File: src/rtl/sds_pkg.sv
`timescale 1ns / 1ps
// ----------------------------------------------------------------------------
// SCAN disk scheduler package
// Shared types, codes and widths for the scheduler cells, the result stage
// and the top level.
// ----------------------------------------------------------------------------
package sds_pkg;

    localparam int CYL_W  = 16;
    localparam int MOVE_W = 18;
    localparam int CFG_W  = 2;

    localparam logic [MOVE_W-1:0] MOVE_MAX = 18'h3FFFF;

    // configuration register indexes
    typedef enum logic [CFG_W-1:0] {
        CFG_LOWER = 2'd0,
        CFG_UPPER = 2'd1,
        CFG_START = 2'd2
    } t_cfg_index;

    typedef enum logic [1:0] {
        KIND_START   = 2'd0,
        KIND_REQUEST = 2'd1,
        KIND_LOWER   = 2'd2,
        KIND_UPPER   = 2'd3
    } t_stop_kind;

    typedef enum logic [2:0] {
        ST_LOAD,
        ST_START,
        ST_ROT,
        ST_DOWN,
        ST_LOWER,
        ST_UP,
        ST_UPPER
    } t_state;

    // operation broadcast to every cell of the chain
    typedef enum logic [2:0] {
        OP_HOLD,
        OP_INSERT,
        OP_CLEAR,
        OP_ROTATE,
        OP_SHIFT_UP
    } t_cell_op;

    typedef struct packed {
        logic [CYL_W-1:0] request_cylinder;
        logic             last_request;
    } t_in_item;

    typedef struct packed {
        logic [CYL_W-1:0]  stop_cylinder;
        t_stop_kind        stop_kind;
        logic [MOVE_W-1:0] total_movement;
        logic              overflow;
        logic              last_stop;
    } t_out_item;

    // what one cell hands to its neighbors
    typedef struct packed {
        logic [CYL_W-1:0] val;
        logic             tag;
        logic             gt;
    } t_link;

    // stop request from the sequencer to the result stage
    typedef struct packed {
        logic             push;
        logic             first;
        logic [CYL_W-1:0] cyl;
        t_stop_kind       kind;
        logic             overflow;
        logic             last;
    } t_stop_req;

endpackage

File: src/rtl/scan_disk_scheduler_unit.sv
`timescale 1ns / 1ps
// ----------------------------------------------------------------------------
// SCAN disk scheduler unit
// Collects a batch of request cylinders in a sorted cell chain and emits the
// elevator service order with running head movement.
// ----------------------------------------------------------------------------
// Loading takes one request per cycle: every transfer inserts into a chain of
// MAX_REQUESTS cells, and requests beyond capacity are dropped with the
// overflow flag raised for that batch. The transfer marked last closes the
// batch and the input stalls while the schedule is emitted. Emission runs
// from the chain's ends: first the start stop, then the chain rotates down
// once per request at or below the head (no result), moving those requests
// to the top where they are popped in descending order, then the lower end,
// then the remaining requests are popped ascending from the bottom, then the
// upper end. One output register sits between the sequencer and the result
// port.
// ----------------------------------------------------------------------------
module scan_disk_scheduler_unit import sds_pkg::*; #(
    parameter int MAX_REQUESTS = 32
) (
    input  logic             i_clk,
    input  logic             i_rst_n,
    input  logic             i_cfg_we,
    input  logic [CFG_W-1:0] i_cfg_index,
    input  logic [CYL_W-1:0] i_cfg_data,
    input  logic             i_in_valid,
    output logic             o_in_stall,
    input  t_in_item         i_in_data,
    output logic             o_out_valid,
    input  logic             i_out_stall,
    output t_out_item        o_out_data
);

    localparam int               CW   = $clog2(MAX_REQUESTS + 1);
    localparam logic [CW-1:0]    FULL = CW'(MAX_REQUESTS);

    // configuration registers
    logic [CYL_W-1:0] r_lower;
    logic [CYL_W-1:0] r_upper;
    logic [CYL_W-1:0] r_start;

    t_state        r_state;
    t_state        n_state;
    logic [CW-1:0] r_count;
    logic [CW-1:0] n_count;
    logic          r_dropped;
    logic          n_dropped;

    t_cell_op  w_op;
    t_stop_req w_req;
    logic      w_take;
    t_link     w_link [MAX_REQUESTS];
    t_link     w_wrap;
    t_link     w_zero;

    // ------------------------------------------------------------------
    // Configuration writes; indexes past the list are ignored
    // ------------------------------------------------------------------
    always_ff @(posedge i_clk) begin
        if (!i_rst_n) begin
            r_lower <= '0;
            r_upper <= '1;
            r_start <= '0;
        end else if (i_cfg_we) begin
            case (i_cfg_index)
                CFG_LOWER: r_lower <= i_cfg_data;
                CFG_UPPER: r_upper <= i_cfg_data;
                CFG_START: r_start <= i_cfg_data;
                default: begin
                end
            endcase
        end
    end

    // ------------------------------------------------------------------
    // Cell chain: the bottom cell wraps to the top cell on rotation and
    // the top cell tags what it receives, so the lower sweep lands at the top in order
    // ------------------------------------------------------------------
    assign w_wrap = '{val: w_link[0].val, tag: 1'b1, gt: 1'b0};
    assign w_zero = '0;

    for (genvar g = 0; g < MAX_REQUESTS; g++) begin : g_cell
        t_link w_below;
        t_link w_above;
        logic  w_occ;

        if (g == 0) begin : g_bottom
            assign w_below = w_zero;
        end else begin : g_mid_lo
            assign w_below = w_link[g-1];
        end

        if (g == MAX_REQUESTS - 1) begin : g_top
            assign w_above = w_wrap;
        end else begin : g_mid_hi
            assign w_above = w_link[g+1];
        end

        assign w_occ = r_count > CW'(g);

        sds_cell u_cell (
            .i_clk   (i_clk),
            .i_rst_n (i_rst_n),
            .i_op    (w_op),
            .i_key   (i_in_data.request_cylinder),
            .i_occ   (w_occ),
            .i_below (w_below),
            .i_above (w_above),
            .o_link  (w_link[g])
        );
    end

    // ------------------------------------------------------------------
    // Sequencer
    // ------------------------------------------------------------------
    always_ff @(posedge i_clk) begin
        if (!i_rst_n) begin
            r_state   <= ST_LOAD;
            r_count   <= '0;
            r_dropped <= 1'b0;
        end else begin
            r_state   <= n_state;
            r_count   <= n_count;
            r_dropped <= n_dropped;
        end
    end

    always_comb begin
        n_state        = r_state;
        n_count        = r_count;
        n_dropped      = r_dropped;
        w_op           = OP_HOLD;
        w_req          = '0;
        w_req.overflow = r_dropped;
        o_in_stall     = 1'b1;
        case (r_state)
            ST_LOAD: begin
                o_in_stall = 1'b0;
                if (i_in_valid) begin
                    // insert while there is room, drop and flag otherwise
                    if (r_count < FULL) begin
                        w_op    = OP_INSERT;
                        n_count = r_count + CW'(1);
                    end else begin
                        n_dropped = 1'b1;
                    end
                    if (i_in_data.last_request) begin
                        n_state = ST_START;
                    end
                end
            end
            ST_START: begin
                // clear old tags while the head position goes out
                w_op        = OP_CLEAR;
                w_req.push  = 1'b1;
                w_req.first = 1'b1;
                w_req.cyl   = r_start;
                w_req.kind  = KIND_START;
                if (w_take) begin
                    n_state = ST_ROT;
                end
            end
            ST_ROT: begin
                // move every request at or below the head to the top
                if ((r_count != '0) && (w_link[0].val <= r_start)) begin
                    w_op    = OP_ROTATE;
                    n_count = r_count - CW'(1);
                end else begin
                    n_state = ST_DOWN;
                end
            end
            ST_DOWN: begin
                // pop the tagged region from the top, descending
                if (w_link[MAX_REQUESTS-1].tag) begin
                    w_req.push = 1'b1;
                    w_req.cyl  = w_link[MAX_REQUESTS-1].val;
                    w_req.kind = KIND_REQUEST;
                    if (w_take) begin
                        w_op = OP_SHIFT_UP;
                    end
                end else begin
                    n_state = ST_LOWER;
                end
            end
            ST_LOWER: begin
                w_req.push = 1'b1;
                w_req.cyl  = r_lower;
                w_req.kind = KIND_LOWER;
                if (w_take) begin
                    n_state = ST_UP;
                end
            end
            ST_UP: begin
                // pop the rest from the bottom, ascending
                if (r_count != '0) begin
                    w_req.push = 1'b1;
                    w_req.cyl  = w_link[0].val;
                    w_req.kind = KIND_REQUEST;
                    if (w_take) begin
                        w_op    = OP_ROTATE;
                        n_count = r_count - CW'(1);
                    end
                end else begin
                    n_state = ST_UPPER;
                end
            end
            ST_UPPER: begin
                w_req.push = 1'b1;
                w_req.cyl  = r_upper;
                w_req.kind = KIND_UPPER;
                w_req.last = 1'b1;
                if (w_take) begin
                    n_state   = ST_LOAD;
                    n_count   = '0;
                    n_dropped = 1'b0;
                end
            end
            default: begin
                n_state = ST_LOAD;
            end
        endcase
    end

    // ------------------------------------------------------------------
    // Result stage
    // ------------------------------------------------------------------
    sds_out u_out (
        .i_clk   (i_clk),
        .i_rst_n (i_rst_n),
        .i_req   (w_req),
        .o_take  (w_take),
        .i_stall (i_out_stall),
        .o_valid (o_out_valid),
        .o_data  (o_out_data)
    );

    // ------------------------------------------------------------------
    // Assertions
    // ------------------------------------------------------------------
    a_count_bound : assert property (@(posedge i_clk) disable iff (!i_rst_n)
        r_count <= FULL)
        else $error("request count beyond chain capacity");

    a_drop_full : assert property (@(posedge i_clk) disable iff (!i_rst_n)
        (r_state == ST_LOAD && r_dropped) |-> (r_count == FULL))
        else $error("request dropped while the chain had room");

    a_start_zero : assert property (@(posedge i_clk) disable iff (!i_rst_n)
        (o_out_valid && o_out_data.stop_kind == KIND_START)
            |-> (o_out_data.total_movement == '0))
        else $error("start stop carries nonzero movement");

    a_last_upper : assert property (@(posedge i_clk) disable iff (!i_rst_n)
        (o_out_valid && o_out_data.last_stop) |-> (o_out_data.stop_kind == KIND_UPPER))
        else $error("final stop is not the upper end");

endmodule

File: src/rtl/sds_cell.sv
`timescale 1ns / 1ps
// ----------------------------------------------------------------------------
// SCAN disk scheduler cell
// One slot of the sorted request chain: holds a cylinder and a sweep tag,
// inserts in order and shifts or rotates with its neighbors.
// ----------------------------------------------------------------------------
module sds_cell import sds_pkg::*; (
    input  logic             i_clk,
    input  logic             i_rst_n,
    input  t_cell_op         i_op,
    input  logic [CYL_W-1:0] i_key,
    input  logic             i_occ,
    input  t_link            i_below,
    input  t_link            i_above,
    output t_link            o_link
);

    logic [CYL_W-1:0] r_val;
    logic [CYL_W-1:0] n_val;
    logic             r_tag;
    logic             n_tag;

    always_comb begin
        n_val = r_val;
        n_tag = r_tag;
        case (i_op)
            OP_INSERT: begin
                // take the lower neighbor when it moves up, else claim the key if empty or larger
                if (i_below.gt) begin
                    n_val = i_below.val;
                end else if (!i_occ || (r_val > i_key)) begin
                    n_val = i_key;
                end
            end
            OP_CLEAR: begin
                n_tag = 1'b0;
            end
            OP_ROTATE: begin
                n_val = i_above.val;
                n_tag = i_above.tag;
            end
            OP_SHIFT_UP: begin
                if (r_tag) begin
                    n_val = i_below.val;
                    n_tag = i_below.tag;
                end
            end
            default: begin
            end
        endcase
    end

    always_ff @(posedge i_clk) begin
        if (!i_rst_n) begin
            r_tag <= 1'b0;
        end else begin
            r_tag <= n_tag;
        end
    end

    always_ff @(posedge i_clk) begin
        r_val <= n_val;
    end

    assign o_link.val = r_val;
    assign o_link.tag = r_tag;
    assign o_link.gt  = i_occ && (r_val > i_key);

endmodule

File: src/rtl/sds_out.sv
`timescale 1ns / 1ps
// ----------------------------------------------------------------------------
// SCAN disk scheduler result stage
// Accumulates saturating head movement and holds one result for transfer.
// ----------------------------------------------------------------------------
module sds_out import sds_pkg::*; (
    input  logic      i_clk,
    input  logic      i_rst_n,
    input  t_stop_req i_req,
    output logic      o_take,
    input  logic      i_stall,
    output logic      o_valid,
    output t_out_item o_data
);

    logic              r_valid;
    t_out_item         r_data;
    logic [CYL_W-1:0]  r_head;
    logic [MOVE_W-1:0] r_total;

    logic [CYL_W-1:0]  w_base_head;
    logic [MOVE_W-1:0] w_base_total;
    logic [CYL_W-1:0]  w_diff;
    logic [MOVE_W:0]   w_sum;
    logic [MOVE_W-1:0] n_total;

    assign o_take = !r_valid || !i_stall;

    always_comb begin
        w_base_head  = i_req.first ? i_req.cyl : r_head;
        w_base_total = i_req.first ? '0 : r_total;
        if (i_req.cyl >= w_base_head) begin
            w_diff = i_req.cyl - w_base_head;
        end else begin
            w_diff = w_base_head - i_req.cyl;
        end
        w_sum = {1'b0, w_base_total} + {{(MOVE_W + 1 - CYL_W){1'b0}}, w_diff};
        // saturate at the top of the movement range
        if (w_sum > {1'b0, MOVE_MAX}) begin
            n_total = MOVE_MAX;
        end else begin
            n_total = w_sum[MOVE_W-1:0];
        end
    end

    always_ff @(posedge i_clk) begin
        if (!i_rst_n) begin
            r_valid <= 1'b0;
        end else if (o_take) begin
            r_valid <= i_req.push;
        end
    end

    always_ff @(posedge i_clk) begin
        if (o_take && i_req.push) begin
            r_head                <= i_req.cyl;
            r_total               <= n_total;
            r_data.stop_cylinder  <= i_req.cyl;
            r_data.stop_kind      <= i_req.kind;
            r_data.total_movement <= n_total;
            r_data.overflow       <= i_req.overflow;
            r_data.last_stop      <= i_req.last;
        end
    end

    assign o_valid = r_valid;
    assign o_data  = r_data;

endmodule
File: config.mk
export PLATFORM = sky130hd
export DESIGN_NAME = scan_disk_scheduler_unit
export DESIGN_NICKNAME = d
export VERILOG_FILES = /design/src/rtl/sds_pkg.sv /design/src/rtl/scan_disk_scheduler_unit.sv /design/src/rtl/sds_cell.sv /design/src/rtl/sds_out.sv
export SDC_FILE = /design/constraint.sdc
export NUM_CORES = 2
export LEC_CHECK = 0
export ABC_AREA = 1
export BUFFER_PORTS_ARGS = -buffer_cell sky130_fd_sc_hd__buf_2
export CORE_ASPECT_RATIO = 0.75
export CORE_MARGIN = 4
export CORE_UTILIZATION = 50
export CTS_CLUSTER_SIZE = 16
export DETAILED_ROUTE_END_ITERATION = 10
export PLACE_DENSITY = 0.67
export SYNTH_ARGS = -nofsm -noshare
export SYNTH_HDL_FRONTEND = slang
export SYNTH_HIERARCHICAL = 1
export SYNTH_SLANG_ARGS = --single-unit
File: constraint.sdc
create_clock -name i_clk -period 11.6 [get_ports i_clk]
set_input_delay 0.58 -clock i_clk [delete_from_list [all_inputs] [get_ports i_clk]]
set_output_delay 0.58 -clock i_clk [all_outputs]
set_load 0.1 [all_outputs]
==> results.py <==
metrics = {
    "worst_hold_path": {
        "hp-start": "i_cfg_data[13]",
        "hold_depth": 3,
        "holdPathEnd": "r_upper[13]",
        "hp-class": "in -> reg",
    },
    "worst_setup_path": {
        "worstRegToRegCells": 30,
        "critPathKind": "reg -> reg",
        "cp_common_cell": "nand2_1",
        "worstReg2RegEnd": "u_out/r_total[17]",
        "arrival_ps": 6670,
        "startpoint_type": "flop",
        "cp_slowest_cell": "dfxtp_1",
        "r2r_slack_ps": 5330,
        "critPathMaxStageDelay_ps": 800,
        "rr_startpoint": "r_state[2]",
        "endpoint_kind": "flop",
        "critical_path_required_ps": 11990,
        "path_max_fanout": 49,
    },
    "route": {
        "drt-initial-drc-count": 5466,
        "drt-wirelength-per-cell_microns": 17.6,
        "ant_nets": 0,
        "wl_microns": 169000,
        "vias": 52800,
        "drtPass1Iterations": 6,
        "via_per_inst": 5.51,
        "drc": 0,
    },
    "clock_tree": {
        "cts_root_buffer": "clkbuf_16",
        "post_cts_buffers": 0,
        "clkTransAtPathRegs_ps": 70,
        "insertion_delay_ps": 680,
        "cts_hold_buf": 0,
        "cts_made_buffers": 78,
        "postCtsResizedCells": 0,
        "htree_levels": 3,
        "numClockSinks": 641,
        "cts_tree": "built",
        "clk_path_buf_depth": 3,
    },
    "placed_design": {
        "gp_congestion": 0.926,
        "port_buffers": 79,
        "dpl.hpwl_microns": 127000,
        "dp.cells": 9445,
        "pre_cts_slack_ps": 5550,
    },
    "global_route": {
        "grt_overflow": 0,
        "grtUsageTotal": 0.268,
        "antenna_found_initial": 2,
        "grt_max_degree": 92,
        "grt_pass1_vias": 47700,
        "grt_pass1_wl_microns": 268000,
    },
    "sta": {
        "setup_tns_ps": 0,
        "fmax_mhz": 159,
        "worst_slew_pin_slew_ps": 1200,
        "skew_ps": 32.1,
        "slew_violations": 0,
        "fin_crit_ps": 6270,
        "rsz0062_at_grt": "false",
        "finalCritPeriodShare": 0.541,
        "maxSlewHeadroom": 0.201,
        "setup_viol": 0,
        "whs_ps": 166,
        "hold_viol_final": 0,
        "fin_ws_ps": 5330,
    },
    "finish": {
        "fillers": 11200,
        "drive_above_1_share": 0.145,
        "final_nets": 8607,
        "instances_no_fill": 9586,
        "post-route-util": 0.537,
        "syn_to_final_growth_pct": 6.27,
    },
    "floorplan": {
        "start_util": 0.505,
        "core_sq_um": 116000,
        "die_area_sq_um": 123000,
        "ios": 80,
        "die_h_microns": 305,
        "rows": 108,
        "die_width_microns": 404,
    },
    "synthesis": {
        "syn-cell-area_sq_um": 58700,
        "synth_area_per_cell_sq_um": 7.33,
        "ys_warn_count": 6,
        "synth_cells": 7999,
    },
    "pwr": {
        "p_per_area_nw_per_um2": 291,
        "power_leakage_nw": 28.9,
        "peakVddDrop_mv": 0.220,
    },
    "run_status": {
        "status": "finished clean",
    },
    "job": {
        "max-cap-violations": 0,
    },
}
## area by class of cell
type	count	area (sq um)	area share
antenna	2	5.00	0.0000803
tap	1540	1930	0.0309
inverter	990	3720	0.0596
sequential	641	18300	0.294
clock buffer	98	2100	0.0337
multi-input combinational	6108	34800	0.559
clock inverter	41	372	0.00596
timing repair buffer	166	1050	0.0169
## layer usage
layer,vias to the layer above,track usage,part of all wire
li1,26200,-,-
met1,24700,0.420,0.49
met2,1674,0.388,0.41
met3,198,0.0402,0.080
met4,0,0.0521,0.019
met5,-,0,0
## cell usage in the layout (no fill, tap or decap), drive strengths merged, types with 15 or more instances in the layout
master     n
nand3    702
conb      39
dfxtp     91
nand4     41
a21oi    327
edfxtp   550
o311ai    32
nor4      34
a21o      38
ha       579
mux2i     33
clkinv    31
a221oi    15
a31oi     40
nor3      76
o21ai    594
clkbuf    98
inv      994
nor2     388
nand2   3131
buf      166
## through the flow
step	area [sq um]	power, mW
detailed placement	59900	15.6
finish	62300	18.2
CTS	62300	18.1
global placement	59900	15.3
global route	62300	19.7
floorplan	58800	12.8
## critical path, delay by kind of cell, from the launching register on
kind,cells,cell delay (ps)
compound gates,5,1020
fa+ha+maj,3,970
buf+inv,6,890
flops,1,800
simple gates,16,2260
## how the worst max path moves through the flow
| stage | slack (ps) | from | end | cells past startpoint |
|---|---|---|---|---|
| global route | 4860 | r_count[1] | u_out/r_total[17] | 32 |
| finish | 5330 | r_state[2] | u_out/r_total[17] | 30 |
| floorplan | 3300 | u_out/o_valid | g_cell[31].u_cell/r_val[0] | 10 |
| global placement | 5680 | r_state[2] | u_out/r_total[15] | 30 |
| CTS | 5530 | r_state[2] | u_out/r_total[15] | 30 |
| detailed placement | 5550 | r_count[1] | u_out/r_total[14] | 32 |
## power breakdown
part / internal, mW / leakage [nW] / switching [mW]
Combinational: 3.19 / 21.7 / 6.70
Sequential: 4.30 / 5.92 / 1.48
Clock: 1.42 / 1.22 / 1.07
Total: 8.91 / 28.9 / 9.25
## flip-flops by register name (all words and copies together), names as in the netlist
| signal | flops |
|---|---|
| r_start | 16 |
| r_dropped | 1 |
| u_out/o_data | 4 |
| r_upper | 16 |
| g_cell.u_cell/r_tag | 32 |
| u_out/r_head | 16 |
| u_out/r_total | 18 |
| r_lower | 16 |
| u_out/o_valid | 1 |
| g_cell.u_cell/r_val | 512 |
| r_count | 6 |
| r_state | 3 |
Power figures use the tool's default switching activity.
